**src/rbdq_pkg.sv**
```systemverilog
// Package with the shared types and constants of the ring buffer deque.
`default_nettype none
package rbdq_pkg;

    localparam int DEPTH_DEFAULT = 1024;
    localparam int DATA_W        = 32;
    localparam int COUNT_W       = 11;
    localparam int OPCODE_W      = 3;

    typedef enum logic [OPCODE_W-1:0] {
        OP_PUSH_REAR  = 3'd0,
        OP_PUSH_FRONT = 3'd1,
        OP_POP_HEAD   = 3'd2,
        OP_POP_BACK   = 3'd3,
        OP_PEEK_FRONT = 3'd4,
        OP_PEEK_BACK  = 3'd5
    } t_opcode;

    typedef struct packed {
        logic rd_used;
        logic was_empty;
        logic push_dropped;
        logic is_empty;
        logic is_full;
    } t_result_flags;

endpackage
`default_nettype wire

```
**src/rbdq_ctrl.sv**
```systemverilog
// Index, occupancy and result control of the deque.
`default_nettype none
module rbdq_ctrl
    import rbdq_pkg::*;
#(
    parameter int DEPTH = DEPTH_DEFAULT,
    parameter int IDX_W = $clog2(DEPTH),
    parameter int OCC_W = $clog2(DEPTH + 1)
) (
    input  wire logic                i_clk,
    input  wire logic                i_rst_n,
    input  wire logic                i_start,
    input  wire logic [OPCODE_W-1:0] i_opcode,
    input  wire logic [DATA_W-1:0]   i_value,
    output logic                     o_busy,
    output logic                     o_we,
    output logic      [IDX_W-1:0]    o_waddr,
    output logic      [DATA_W-1:0]   o_wdata,
    output logic                     o_re,
    output logic      [IDX_W-1:0]    o_raddr,
    output logic                     o_valid,
    output t_result_flags            o_flags,
    output logic      [COUNT_W-1:0]  o_count
);

    localparam logic [IDX_W-1:0] LAST_IDX = IDX_W'(DEPTH - 1);
    localparam logic [OCC_W-1:0] FULL_OCC = OCC_W'(DEPTH);

    logic              r_busy;
    logic [IDX_W-1:0]  r_head, n_head;
    logic [IDX_W-1:0]  r_tail, n_tail;
    logic              r_empty, n_empty;
    logic [OCC_W-1:0]  r_occ, n_occ;
    logic              r_valid;
    t_result_flags     r_flags, n_flags;
    logic [COUNT_W-1:0] r_count;
    logic              accept;
    logic              full;
    logic              at_front;
    t_opcode           op;

    assign accept = i_start && !r_busy;
    assign full   = (r_occ == FULL_OCC);
    assign op     = t_opcode'(i_opcode);

    always_comb begin
        n_head   = r_head;
        n_tail   = r_tail;
        n_empty  = r_empty;
        n_occ    = r_occ;
        n_flags  = '0;
        o_we     = 1'b0;
        o_waddr  = '0;
        o_wdata  = i_value;
        o_re     = 1'b0;
        o_raddr  = r_head;
        at_front = 1'b0;
        if (accept) begin
            case (op)
                OP_PUSH_REAR, OP_PUSH_FRONT: begin
                    if (full) begin
                        n_flags.push_dropped = 1'b1;
                    end else begin
                        o_we  = 1'b1;
                        n_occ = r_occ + 1'b1;
                        if (r_empty) begin
                            n_head  = '0;
                            n_tail  = '0;
                            n_empty = 1'b0;
                            o_waddr = '0;
                        end else if (op == OP_PUSH_REAR) begin
                            n_tail  = (r_tail == LAST_IDX) ? '0 : r_tail + 1'b1;
                            o_waddr = n_tail;
                        end else begin
                            n_head  = (r_head == '0) ? LAST_IDX : r_head - 1'b1;
                            o_waddr = n_head;
                        end
                    end
                end
                OP_POP_HEAD, OP_POP_BACK, OP_PEEK_FRONT, OP_PEEK_BACK: begin
                    if (r_empty) begin
                        n_flags.was_empty = 1'b1;
                    end else begin
                        at_front        = (op == OP_POP_HEAD) || (op == OP_PEEK_FRONT);
                        o_re            = 1'b1;
                        o_raddr         = at_front ? r_head : r_tail;
                        n_flags.rd_used = 1'b1;
                        if (op == OP_POP_HEAD || op == OP_POP_BACK) begin
                            if (r_head == r_tail) begin
                                n_head  = '0;
                                n_tail  = '0;
                                n_empty = 1'b1;
                                n_occ   = '0;
                            end else begin
                                if (at_front) begin
                                    n_head = (r_head == LAST_IDX) ? '0 : r_head + 1'b1;
                                end else begin
                                    n_tail = (r_tail == '0) ? LAST_IDX : r_tail - 1'b1;
                                end
                                n_occ = r_occ - 1'b1;
                            end
                        end
                    end
                end
                default: begin
                end
            endcase
        end
        n_flags.is_empty = n_empty;
        n_flags.is_full  = (n_occ == FULL_OCC);
    end

    always_ff @(posedge i_clk) begin
        if (!i_rst_n) begin
            r_busy  <= 1'b1;
            r_head  <= '0;
            r_tail  <= '0;
            r_empty <= 1'b1;
            r_occ   <= '0;
            r_valid <= 1'b0;
        end else begin
            r_busy  <= 1'b0;
            r_head  <= n_head;
            r_tail  <= n_tail;
            r_empty <= n_empty;
            r_occ   <= n_occ;
            r_valid <= accept;
        end
    end

    always_ff @(posedge i_clk) begin
        if (accept) begin
            r_flags <= n_flags;
            r_count <= COUNT_W'(n_occ);
        end
    end

    assign o_busy  = r_busy;
    assign o_valid = r_valid;
    assign o_flags = r_flags;
    assign o_count = r_count;

`ifndef ASSERT_OFF
    a_occ_range: assert property (@(posedge i_clk) disable iff (!i_rst_n)
        r_occ <= FULL_OCC)
        else $error("occupancy exceeds depth");
    a_empty_occ: assert property (@(posedge i_clk) disable iff (!i_rst_n)
        r_empty == (r_occ == '0))
        else $error("empty mark disagrees with occupancy");
    a_empty_idx: assert property (@(posedge i_clk) disable iff (!i_rst_n)
        r_empty |-> (r_head == '0 && r_tail == '0))
        else $error("indices not at zero while empty");
    a_one_result: assert property (@(posedge i_clk) disable iff (!i_rst_n)
        accept |=> r_valid)
        else $error("accepted item gave no result");
    a_no_access_conflict: assert property (@(posedge i_clk) disable iff (!i_rst_n)
        !(o_we && o_re))
        else $error("write and read in the same item");
`endif

endmodule
`default_nettype wire

```
**config.mk**
```make
export PLATFORM = sky130hd
export DESIGN_NAME = rbdq_ctrl
export DESIGN_NICKNAME = d
export VERILOG_FILES = /design/src/rbdq_pkg.sv /design/src/rbdq_ctrl.sv
export SDC_FILE = /design/constraint.sdc
export NUM_CORES = 1
export LEC_CHECK = 0
export ABC_AREA = 1
export BUFFER_PORTS_ARGS = -buffer_cell sky130_fd_sc_hd__clkbuf_2
export CORE_MARGIN = 2
export CORE_UTILIZATION = 40
export DETAILED_ROUTE_END_ITERATION = 10
export HOLD_SLACK_MARGIN = 0.08
export PLACE_DENSITY_LB_ADDON = 0.12
export SYNTH_ARGS = -nofsm -noshare
export SYNTH_HDL_FRONTEND = slang
export SYNTH_SLANG_ARGS = --single-unit
```
**constraint.sdc**
```tcl
create_clock -name i_clk -period 2.3 [get_ports i_clk]
set_input_delay 0.345 -clock i_clk [delete_from_list [all_inputs] [get_ports i_clk]]
set_output_delay 0.345 -clock i_clk [all_outputs]
set_load 0.01 [all_outputs]
```
==> Yosys cells after proc, flatten, opt, wreduce, memory -nomap -nowiden <==
Cells that the tools add are included.
{ "classes": {"n_eq_ne": 17, "n_reduce_logical": 12, "addsub": 6, "n_mux": 50} }
{ "op_table": {"columns": ["operator", "count"], "rows": [
  ["two-way mux 10 bit", 27],
  ["two-way mux 11 bit", 5],
  ["one-hot mux 10 bit (2 select lines)", 2],
  ["== test 11 bit, second input constant", 2],
  ["one-hot mux 11 bit (2 select lines)", 1],
  ["adder 10 x 1 -> 10 bit, second input constant", 2],
  ["== test 10 bit, second input constant", 2],
  ["logical NOT 10 bit", 2],
  ["subtractor 10 x 1 -> 10 bit, second input constant", 2],
  ["two-way mux 1 bit", 14],
  ["AND reduction 7 bit", 2],
  ["!= test 3 bit, second input constant", 4],
  ["adder 11 x 1 -> 11 bit, second input constant", 1],
  ["subtractor 11 x 1 -> 11 bit, second input constant", 1],
  ["== test 10 bit", 1],
  ["== test 3 x 2 -> 1 bit, second input constant", 2],
  ["== test 3 bit, second input constant", 2],
  ["!= test 2 bit, second input constant", 3],
  ["OR reduction 4 bit", 1],
  ["== test 3 x 1 -> 1 bit, second input constant", 1],
  ["logical NOT 3 bit", 1],
  ["logical OR 1 bit", 2],
  ["one-hot mux 1 bit (2 select lines)", 1],
  ["nonzero test 2 bit", 1],
  ["3 further kinds", 3]
]} }
{ "totals": {"regBits": 50, "elab_cells": 97, "out_inout_bits": 72} }

==> Longest topological paths before layout <==
Gate-level depths: netlist of the first run.
{ "logic_depth": {"word_depth": 7, "ltp_mapped": 16, "mapped_depth_nobuf": 16} }

==> Worst setup path before layout of the first run <==
OpenSTA, ideal clock, no wires.
{ "synth_timing": {"path_type": "input to output", "start": "input i_start", "end": "output o_raddr[0]", "path_buffers": 1, "path_stages": 7, "arrival_time_ns": 1.935, "path_slack_ns": 0.020, "path_cell_list": "inv_1 -> nor2_2 -> inv_2 -> nor3_1 -> nand2_1 -> clkbuf_1 -> o21ai_0"} }
{ "synth_between": {"elab_chain_cells": 2} }
{ "synth_lines": {"columns": ["item", "line_no", "source"], "rows": [
  ["start, declared", "rbdq_ctrl.sv:12", "input wire logic i_start,"],
  ["logical AND 1 bit", "rbdq_ctrl.sv:42", "assign accept = i_start && !r_busy;"],
  ["via accept", "rbdq_ctrl.sv:37", "logic accept;"],
  ["two-way mux 10 bit", "rbdq_ctrl.sv:58", "if (accept) begin"],
  ["end, declared", "rbdq_ctrl.sv:20", "output logic [IDX_W-1:0] o_raddr,"]
]} }
The timed path passes the listed nets, and every way through them passes these cells.

==> Worst setup path after layout of the first run <==
{ "layout_timing": {"start": "register r_tail[0]", "end": "output o_waddr[7]"} }
{ "layout_between": {"elab_chain_cells": 7} }
{ "layout_lines": {"columns": ["item", "line_no", "source"], "rows": [
  ["start, declared", "rbdq_ctrl.sv:31", "logic [IDX_W-1:0] r_tail, n_tail;"],
  ["start signal, assigned", "rbdq_ctrl.sv:124", "r_tail <= n_tail;"],
  ["adder 10 x 1 -> 10 bit / == test 10 bit (equally long branches)", "rbdq_ctrl.sv:72", "n_tail = (r_tail == LAST_IDX) ? '0 : r_tail + 1'b1;"],
  ["two-way mux 10 bit (*)", "rbdq_ctrl.sv:72", null],
  ["two-way mux 10 bit (*)", "rbdq_ctrl.sv:71", "end else if (op == OP_PUSH_REAR) begin"],
  ["two-way mux 10 bit (*)", "rbdq_ctrl.sv:66", "if (r_empty) begin"],
  ["two-way mux 10 bit (*)", "rbdq_ctrl.sv:61", "if (full) begin"],
  ["two-way mux 10 bit (*)", "rbdq_ctrl.sv:59", "case (op)"],
  ["two-way mux 10 bit (*)", "rbdq_ctrl.sv:58", null],
  ["end, declared", "rbdq_ctrl.sv:17", "output logic [IDX_W-1:0] o_waddr,"]
]} }
Mark *: on every way between the ends. The rest lies on a longest branch, timed or not.

==> run_results.csv, run 1 <==
group,metric,value,unit
drt,vias,4539,
logic_synthesis,ys_warn_count,0,
logic_synthesis,synth_top_area_cell,"dfxtp_1",
floorplan,core.rowCount,37,
min_path,holdPathStages,5,
timing,slew_headroom,0.6600,
timing,hold_violations,0,
place,place_congestion,0.8975,
logic_synthesis,synth_area,4269,µm²
drt,wl_per_cell,14.80,µm
min_path,worstHoldStart,"i_start",
critical_path,ff2ff_path_depth,15,
critical_path,start_kind,"register",
global_route,antenna_found_initial,0,
cells_and_area,nets,793,
cells_and_area,fin_util,0.5048,
power,powerDensity,434.1,nW/µm²
clocking,cts.clk_slew.worst_paths,0.09,ns
drt,drt_wl_total,13.05,mm
floorplan,dieArea,11520,µm²
drt,drt-initial-drc-count,210,
drt,routed_via_density,5.146,
power,worst_ir_drop_vdd,198.2,µV
critical_path,critPathCaptureType,"output pin",
timing,finalCritPeriodShare,1.006,
logic_synthesis,synthTopCellsByArea,"dfxtp_1 (16%), nand2_1 (14%), edfxtp_1 (11%)",
floorplan,die_w,107.3,µm
critical_path,cp_max_fo,4,
timing,tightest_slew,0.5072,ns
timing,fmax,432.4,MHz
flow_run,drv_cap,0,
critical_path,critPathArrivalTime,1.97,ns
cells_and_area,diodes,0,
critical_path,timing.rr.end,"o_flags[0]",
floorplan,core,10320,µm²
clocking,cts_tree,"done",
cells_and_area,area_growth,22.07,%
clocking,cts_buffer_depth,2,
clocking,htree_levels,2,
drt,drc,0,
power,p_leak,2.448,nW
place,numPortBuffers,45,
cells_and_area,drive_gt1_frac,0.2976,
timing,finClkSkew,0.01202,ns
logic_synthesis,syn_inst,681,
logic_synthesis,synth_seq_cells,50,
drt,ant_nets,0,
timing,rsz0062_at_grt,"yes",
place,dp_slack,0.02758,ns
timing,fin_ws,-0.01285,ns
timing,setup_violations,1,
logic_synthesis,ys_seq_area_frac,0.2720,
logic_synthesis,synth_top_area_share,0.1594,
floorplan,pin_count,110,
place,dp_hpwl,9.908,mm
timing,final_max_slew_viol_count,0,
clocking,cts_sinks,50,
timing,hold_slack,0.4392,ns
status,outcome,"finished, violations left",
min_path,hp-class,"in2reg",
global_route,grt_max_degree,21,
place,placed_cell_area,4673,µm²
min_path,min_to,"o_valid",
timing,min_period,2.313,ns
logic_synthesis,synth.avg_cell_area,6.269,µm²
critical_path,worstSetupPathType,"reg2out",
drt,first_pass_iters,4,
status,violations,"setup timing",
global_route,grt_pass1_vias,4270,
critical_path,reg2reg_from,"r_tail[1]",
global_route,grt_pass1_wl,20.89,mm
clocking,clock_latency,0.30,ns
clocking,root_buffer,"clkbuf_8",
global_route,track_usage,0.2263,
floorplan,start_util,0.4135,
power,total_power,2.262,mW
logic_synthesis,synth_cell_types,41,
cells_and_area,post-route-cell-area,5211,µm²
critical_path,reg2reg_slack,0.19,ns
floorplan,die_y,107.3,µm
logic_synthesis,synth.net_count,729,
global_route,grt_remaining_overflow,0,
critical_path,cp_data_required_time,1.96,ns
clocking,cts_buffers,5,
Yosys cell counts:
| cell | instances |
|---|---|
| buf_6 | 2 |
| clkinv_1 | 2 |
| buf_2 | 11 |
| or2_0 | 2 |
| o211ai_1 | 1 |
| o22ai_1 | 1 |
| nor3_1 | 15 |
| nor3_2 | 2 |
| o21a_1 | 1 |
| nand3_2 | 2 |
| nand2_1 | 164 |
| or2_1 | 1 |
| a21oi_1 | 36 |
| nand3_4 | 1 |
| o21ai_1 | 9 |
| edfxtp_1 | 16 |
| buf_4 | 35 |
| a21oi_2 | 1 |
| buf_1 | 2 |
| nor2_2 | 5 |
| dfxtp_1 | 34 |
| or2_4 | 1 |
| a22oi_1 | 1 |
| nand4_1 | 16 |
| nor4_1 | 3 |
| inv_1 | 55 |
| clkbuf_1 | 7 |
| o21ai_0 | 45 |
| nand3_1 | 49 |
| a31oi_1 | 1 |
| nand2_4 | 2 |
| nor2_1 | 92 |
| inv_2 | 26 |
| nor2_4 | 2 |
| a21boi_2 | 1 |
| xor2_1 | 17 |
| ha_1 | 10 |
| xnor2_1 | 5 |
| o31ai_1 | 2 |
| nand3b_1 | 1 |
| a211oi_1 | 2 |
metal layers:
| metal | GRT usage | vias up | wire (µm) |
|---|---|---|---|
| met5 | 0 | - | 0 |
| met4 | 0.07421 | 0 | 304 |
| met3 | 0.03087 | 26 | 588 |
| met2 | 0.4087 | 135 | 6581 |
| met1 | 0.2751 | 2094 | 5578 |
| li1 | - | 2284 | - |
critical path, stage by stage, from the launching register on:
cell     delay (ns)
dfxtp_4        0.36
buf_4          0.13
nand3_2        0.09
nor2_4         0.11
nand3_2        0.11
buf_6          0.16
o21ai_0        0.13
nand2_1        0.09
nor2_1         0.11
nand2_1        0.07
a21oi_2        0.16
buf_2          0.15
sequential cells by signal (all words and copies together), names as in the netlist:
name     flops
o_busy       1
o_count     11
o_flags      5
o_valid      1
r_empty      1
r_head      10
r_occ       11
r_tail      10
final cells by class:
| type | instances | area (µm²) |
|---|---|---|
| clock buffers | 6 | 72.57 |
| multi-input cells | 491 | 2680 |
| clock inverters | 2 | 37.54 |
| well taps | 136 | 170.2 |
| inverters | 83 | 316.6 |
| flip-flops and latches | 50 | 1187 |
| repair buffers | 114 | 747.0 |
| fillers | 1070 | 5112 |
power breakdown:
group	total [mW]	leakage (nW)	switching, mW	internal (mW)
Combinational	0.652	1.96	0.409	0.243
Sequential	0.987	0.438	0.0376	0.949
Clock	0.623	0.0514	0.298	0.325
logic make-up after synthesis:
| kind of cell | count (synthesis) | share of synthesized area |
|---|---|---|
| and+or+nand+nor | 358 | 0.3675 |
| DFF | 50 | 0.2720 |
| adders and majority gates | 10 | 0.02931 |
| xor gates and xnor gates | 22 | 0.04513 |
| buffers and inverters | 140 | 0.1606 |
| AOI/OAI and AO/OA | 101 | 0.1254 |
cells in the final DEF, fill, tap and decap left out, types with 16 or more instances in the layout:
cell type	instances
inv_1	51
o21ai_0	37
nand4_1	16
nand2_1	155
inv_2	28
edfxtp_1	16
a21oi_1	33
xor2_1	17
buf_4	68
clkbuf_2	40
nand3_1	39
dfxtp_1	19
nor2_1	84
stage by stage:
stage	std cells	setup TNS [ns]
after floorplan	681	0
after global placement	856	0
after detailed placement	856	0
after CTS	874	-0.4335
after global routing	882	-0.6213
final	882	-0.01285
worst max path at each step:
| stage | start | endpoint | slack, ns | cells past startpoint |
|---|---|---|---|---|
| after floorplan | i_start | o_raddr[0] | 0.02 | 7 |
| after global placement | i_opcode[1] | o_raddr[8] | 0.03 | 9 |
| after detailed placement | i_opcode[1] | o_raddr[8] | 0.03 | 9 |
| after CTS | r_tail[0] | o_waddr[5] | -0.12 | 13 |
| after global routing | r_tail[1] | o_waddr[3] | -0.13 | 13 |
| final | r_tail[0] | o_waddr[7] | -0.01 | 11 |
timing repair:
item                       CTS  global route
pin swaps                   14            25
buffers inserted            10             9
setup endpoints to repair   10            26
hold buffers                 0             0
resized for setup           32            62
Power figures use the tool's default switching activity.
==> run 2: changes to the inputs <==
--- a/config.mk
+++ b/config.mk
@@ -9,6 +9,7 @@
 export BUFFER_PORTS_ARGS = -buffer_cell sky130_fd_sc_hd__clkbuf_2
 export CORE_MARGIN = 2
 export CORE_UTILIZATION = 40
+export CTS_BUF_LIST = sky130_fd_sc_hd__clkbuf_2
 export DETAILED_ROUTE_END_ITERATION = 10
 export HOLD_SLACK_MARGIN = 0.08
 export PLACE_DENSITY_LB_ADDON = 0.12
==> constraint.sdc (replaced) <==
create_clock -name i_clk -period 2.46 [get_ports i_clk]
set_input_delay 0.369 -clock i_clk [delete_from_list [all_inputs] [get_ports i_clk]]
set_output_delay 0.369 -clock i_clk [all_outputs]
set_load 0.01 [all_outputs]
==> run 2 against run 1 <==
  * The flow still finishes with violations (setup timing)
  * Flip-flop and latch count did not move
  * Total power decreased by 16%
  * Core utilization shrank 0.41 points
  * Sequential share of layout area rose by 0.41 points
==> run_results.csv, run 2 (synthesis results as in run 1) <==
group,metric,value,unit
status,outcome,"finished, violations left",
status,violations,"setup timing",
cells_and_area,area_growth,21.07,%
global_route,grt_remaining_overflow,0,
cells_and_area,final_cell_mix,"nand2_1 (152), nor2_1 (84), buf_4 (56)",
clocking,cts_tree,"done",
cells_and_area,fillers,1077,
floorplan,dieArea,11520,µm²
place,dp_hpwl,9.789,mm
critical_path,cp_data_required_time,2.09,ns
timing,min_period,2.545,ns
drt,first_pass_iters,5,
cells_and_area,diodes,0,
timing,finClkSkew,0.02792,ns
drt,vias,4629,
timing,hold_slack,0.2717,ns
drt,drc,0,
timing,tightest_slew,0.4902,ns
floorplan,start_util,0.4135,
power,powerDensity,368.4,nW/µm²
floorplan,core,10320,µm²
place,numPortBuffers,45,
timing,fin_ws,-0.08466,ns
timing,rsz0062_at_grt,"yes",
drt,drt_wl_total,13.26,mm
clocking,htree_levels,2,
clocking,root_buffer,"clkbuf_2",
global_route,antenna_found_initial,0,
global_route,grt_pass1_wl,21.07,mm
critical_path,cp_slowest_cell,"dfxtp_4",
timing,slew_headroom,0.6722,
power,worst_ir_drop_vdd,204.5,µV
flow_run,drv_cap,0,
timing,finalCritPeriodShare,1.034,
critical_path,max_stage_delay,0.43,ns
cells_and_area,final_common_cell,"nand2_1",
critical_path,critPathCaptureType,"output pin",
timing,finalSetupTns,-0.3514,ns
floorplan,pin_count,110,
clocking,cts_buffers,5,
drt,wl_per_cell,15.21,µm
global_route,grt_max_degree,21,
power,p_leak,2.396,nW
floorplan,die_y,107.3,µm
timing,final_max_slew_viol_count,0,
cells_and_area,drive_gt1_frac,0.3084,
clocking,cts_sinks,50,
clocking,cts.clk_slew.worst_paths,0.27,ns
critical_path,cp_cell_sequence,"buf_6 > nand3_4 > nor2_4 > nand3_4 > nor2_4 > nand2_2 > o21ai_2 > nand3_2 > a21oi_2 > buf_2",
critical_path,start_kind,"register",
drt,ant_nets,0,
global_route,track_usage,0.2283,
timing,setup_violations,7,
cells_and_area,nets,783,
clocking,clock_latency,0.47,ns
min_path,hp-class,"in2reg",
drt,routed_via_density,5.308,
critical_path,worstSetupPathType,"reg2out",
floorplan,core.rowCount,37,
power,total_power,1.904,mW
critical_path,critPathArrivalTime,2.18,ns
place,place_congestion,0.9451,
critical_path,cp_max_fo,3,
timing,hold_violations,0,
clocking,cts_buffer_depth,2,
floorplan,die_w,107.3,µm
drt,drt-initial-drc-count,197,
global_route,grt_pass1_vias,4470,
timing,fmax,393.0,MHz
==> run 2: final timing paths <==
path,from,to,slack (ns),depth (start not counted)
worst min-delay path,i_rst_n,r_empty,0.27,2
worst max-delay path,r_tail[0],o_waddr[9],-0.08,10
worst min register to register,r_head[5],r_head[5],0.54,2
worst max register to register,r_head[1],r_head[9],0.19,17
==> run 2: worst max-delay path: cells and delay by family, from the launching register on <==
kind | cells | cell delay [ns]
AOI/OAI and AO/OA | 2 | 0.38
buffers and inverters | 2 | 0.27
DFF | 1 | 0.43
and+or+nand+nor | 6 | 0.64
==> run 2: timing repair <==
action / in CTS / in global routing
setup buffers: 25 / 12
pin swaps: 16 / 20
endpoints found under the hold margin: 0 / 0
resized for setup: 72 / 51
setup endpoints to repair: 13 / 30
hold buffers: 0 / 0
==> run 2: per-layer routing <==
layer,vias to the layer above,GRT usage,routed length (µm)
met5,-,0,0
met3,38,0.03269,615
li1,2278,-,-
met1,2135,0.2699,5477
met2,178,0.4127,6788
met4,0,0.09091,381
==> run 2: final cells by class <==
class                           count  area (µm²)  share of cell area
Clock buffer                        5       25.02            0.004841
Tap cell                          136       170.2             0.03292
Sequential cell                    50        1199              0.2319
Clock inverter                      3       21.27            0.004115
Inverter                           83       324.1             0.06270
Timing Repair Buffer              104       679.4              0.1314
Multi-Input combinational cell    491        2750              0.5321
==> run 2: power by group <==
part / total [mW] / internal, mW / switching (mW)
logic: 0.616 / 0.222 / 0.394
clock network: 0.363 / 0.0713 / 0.291
registers: 0.925 / 0.888 / 0.0369
==> run 2: per-stage QoR <==
step / cells / setup slack, ns / cell area (µm²) / util
floorplan: 681 / 0.1323 / 4269 / -
global placement: 829 / 0.07732 / 4471 / 0.4330
detailed placement: 829 / 0.07612 / 4471 / 0.4330
CTS: 862 / -0.1056 / 4910 / 0.4756
global route: 872 / -0.1935 / 5169 / 0.5007
finish: 872 / -0.08466 / 5169 / 0.5007
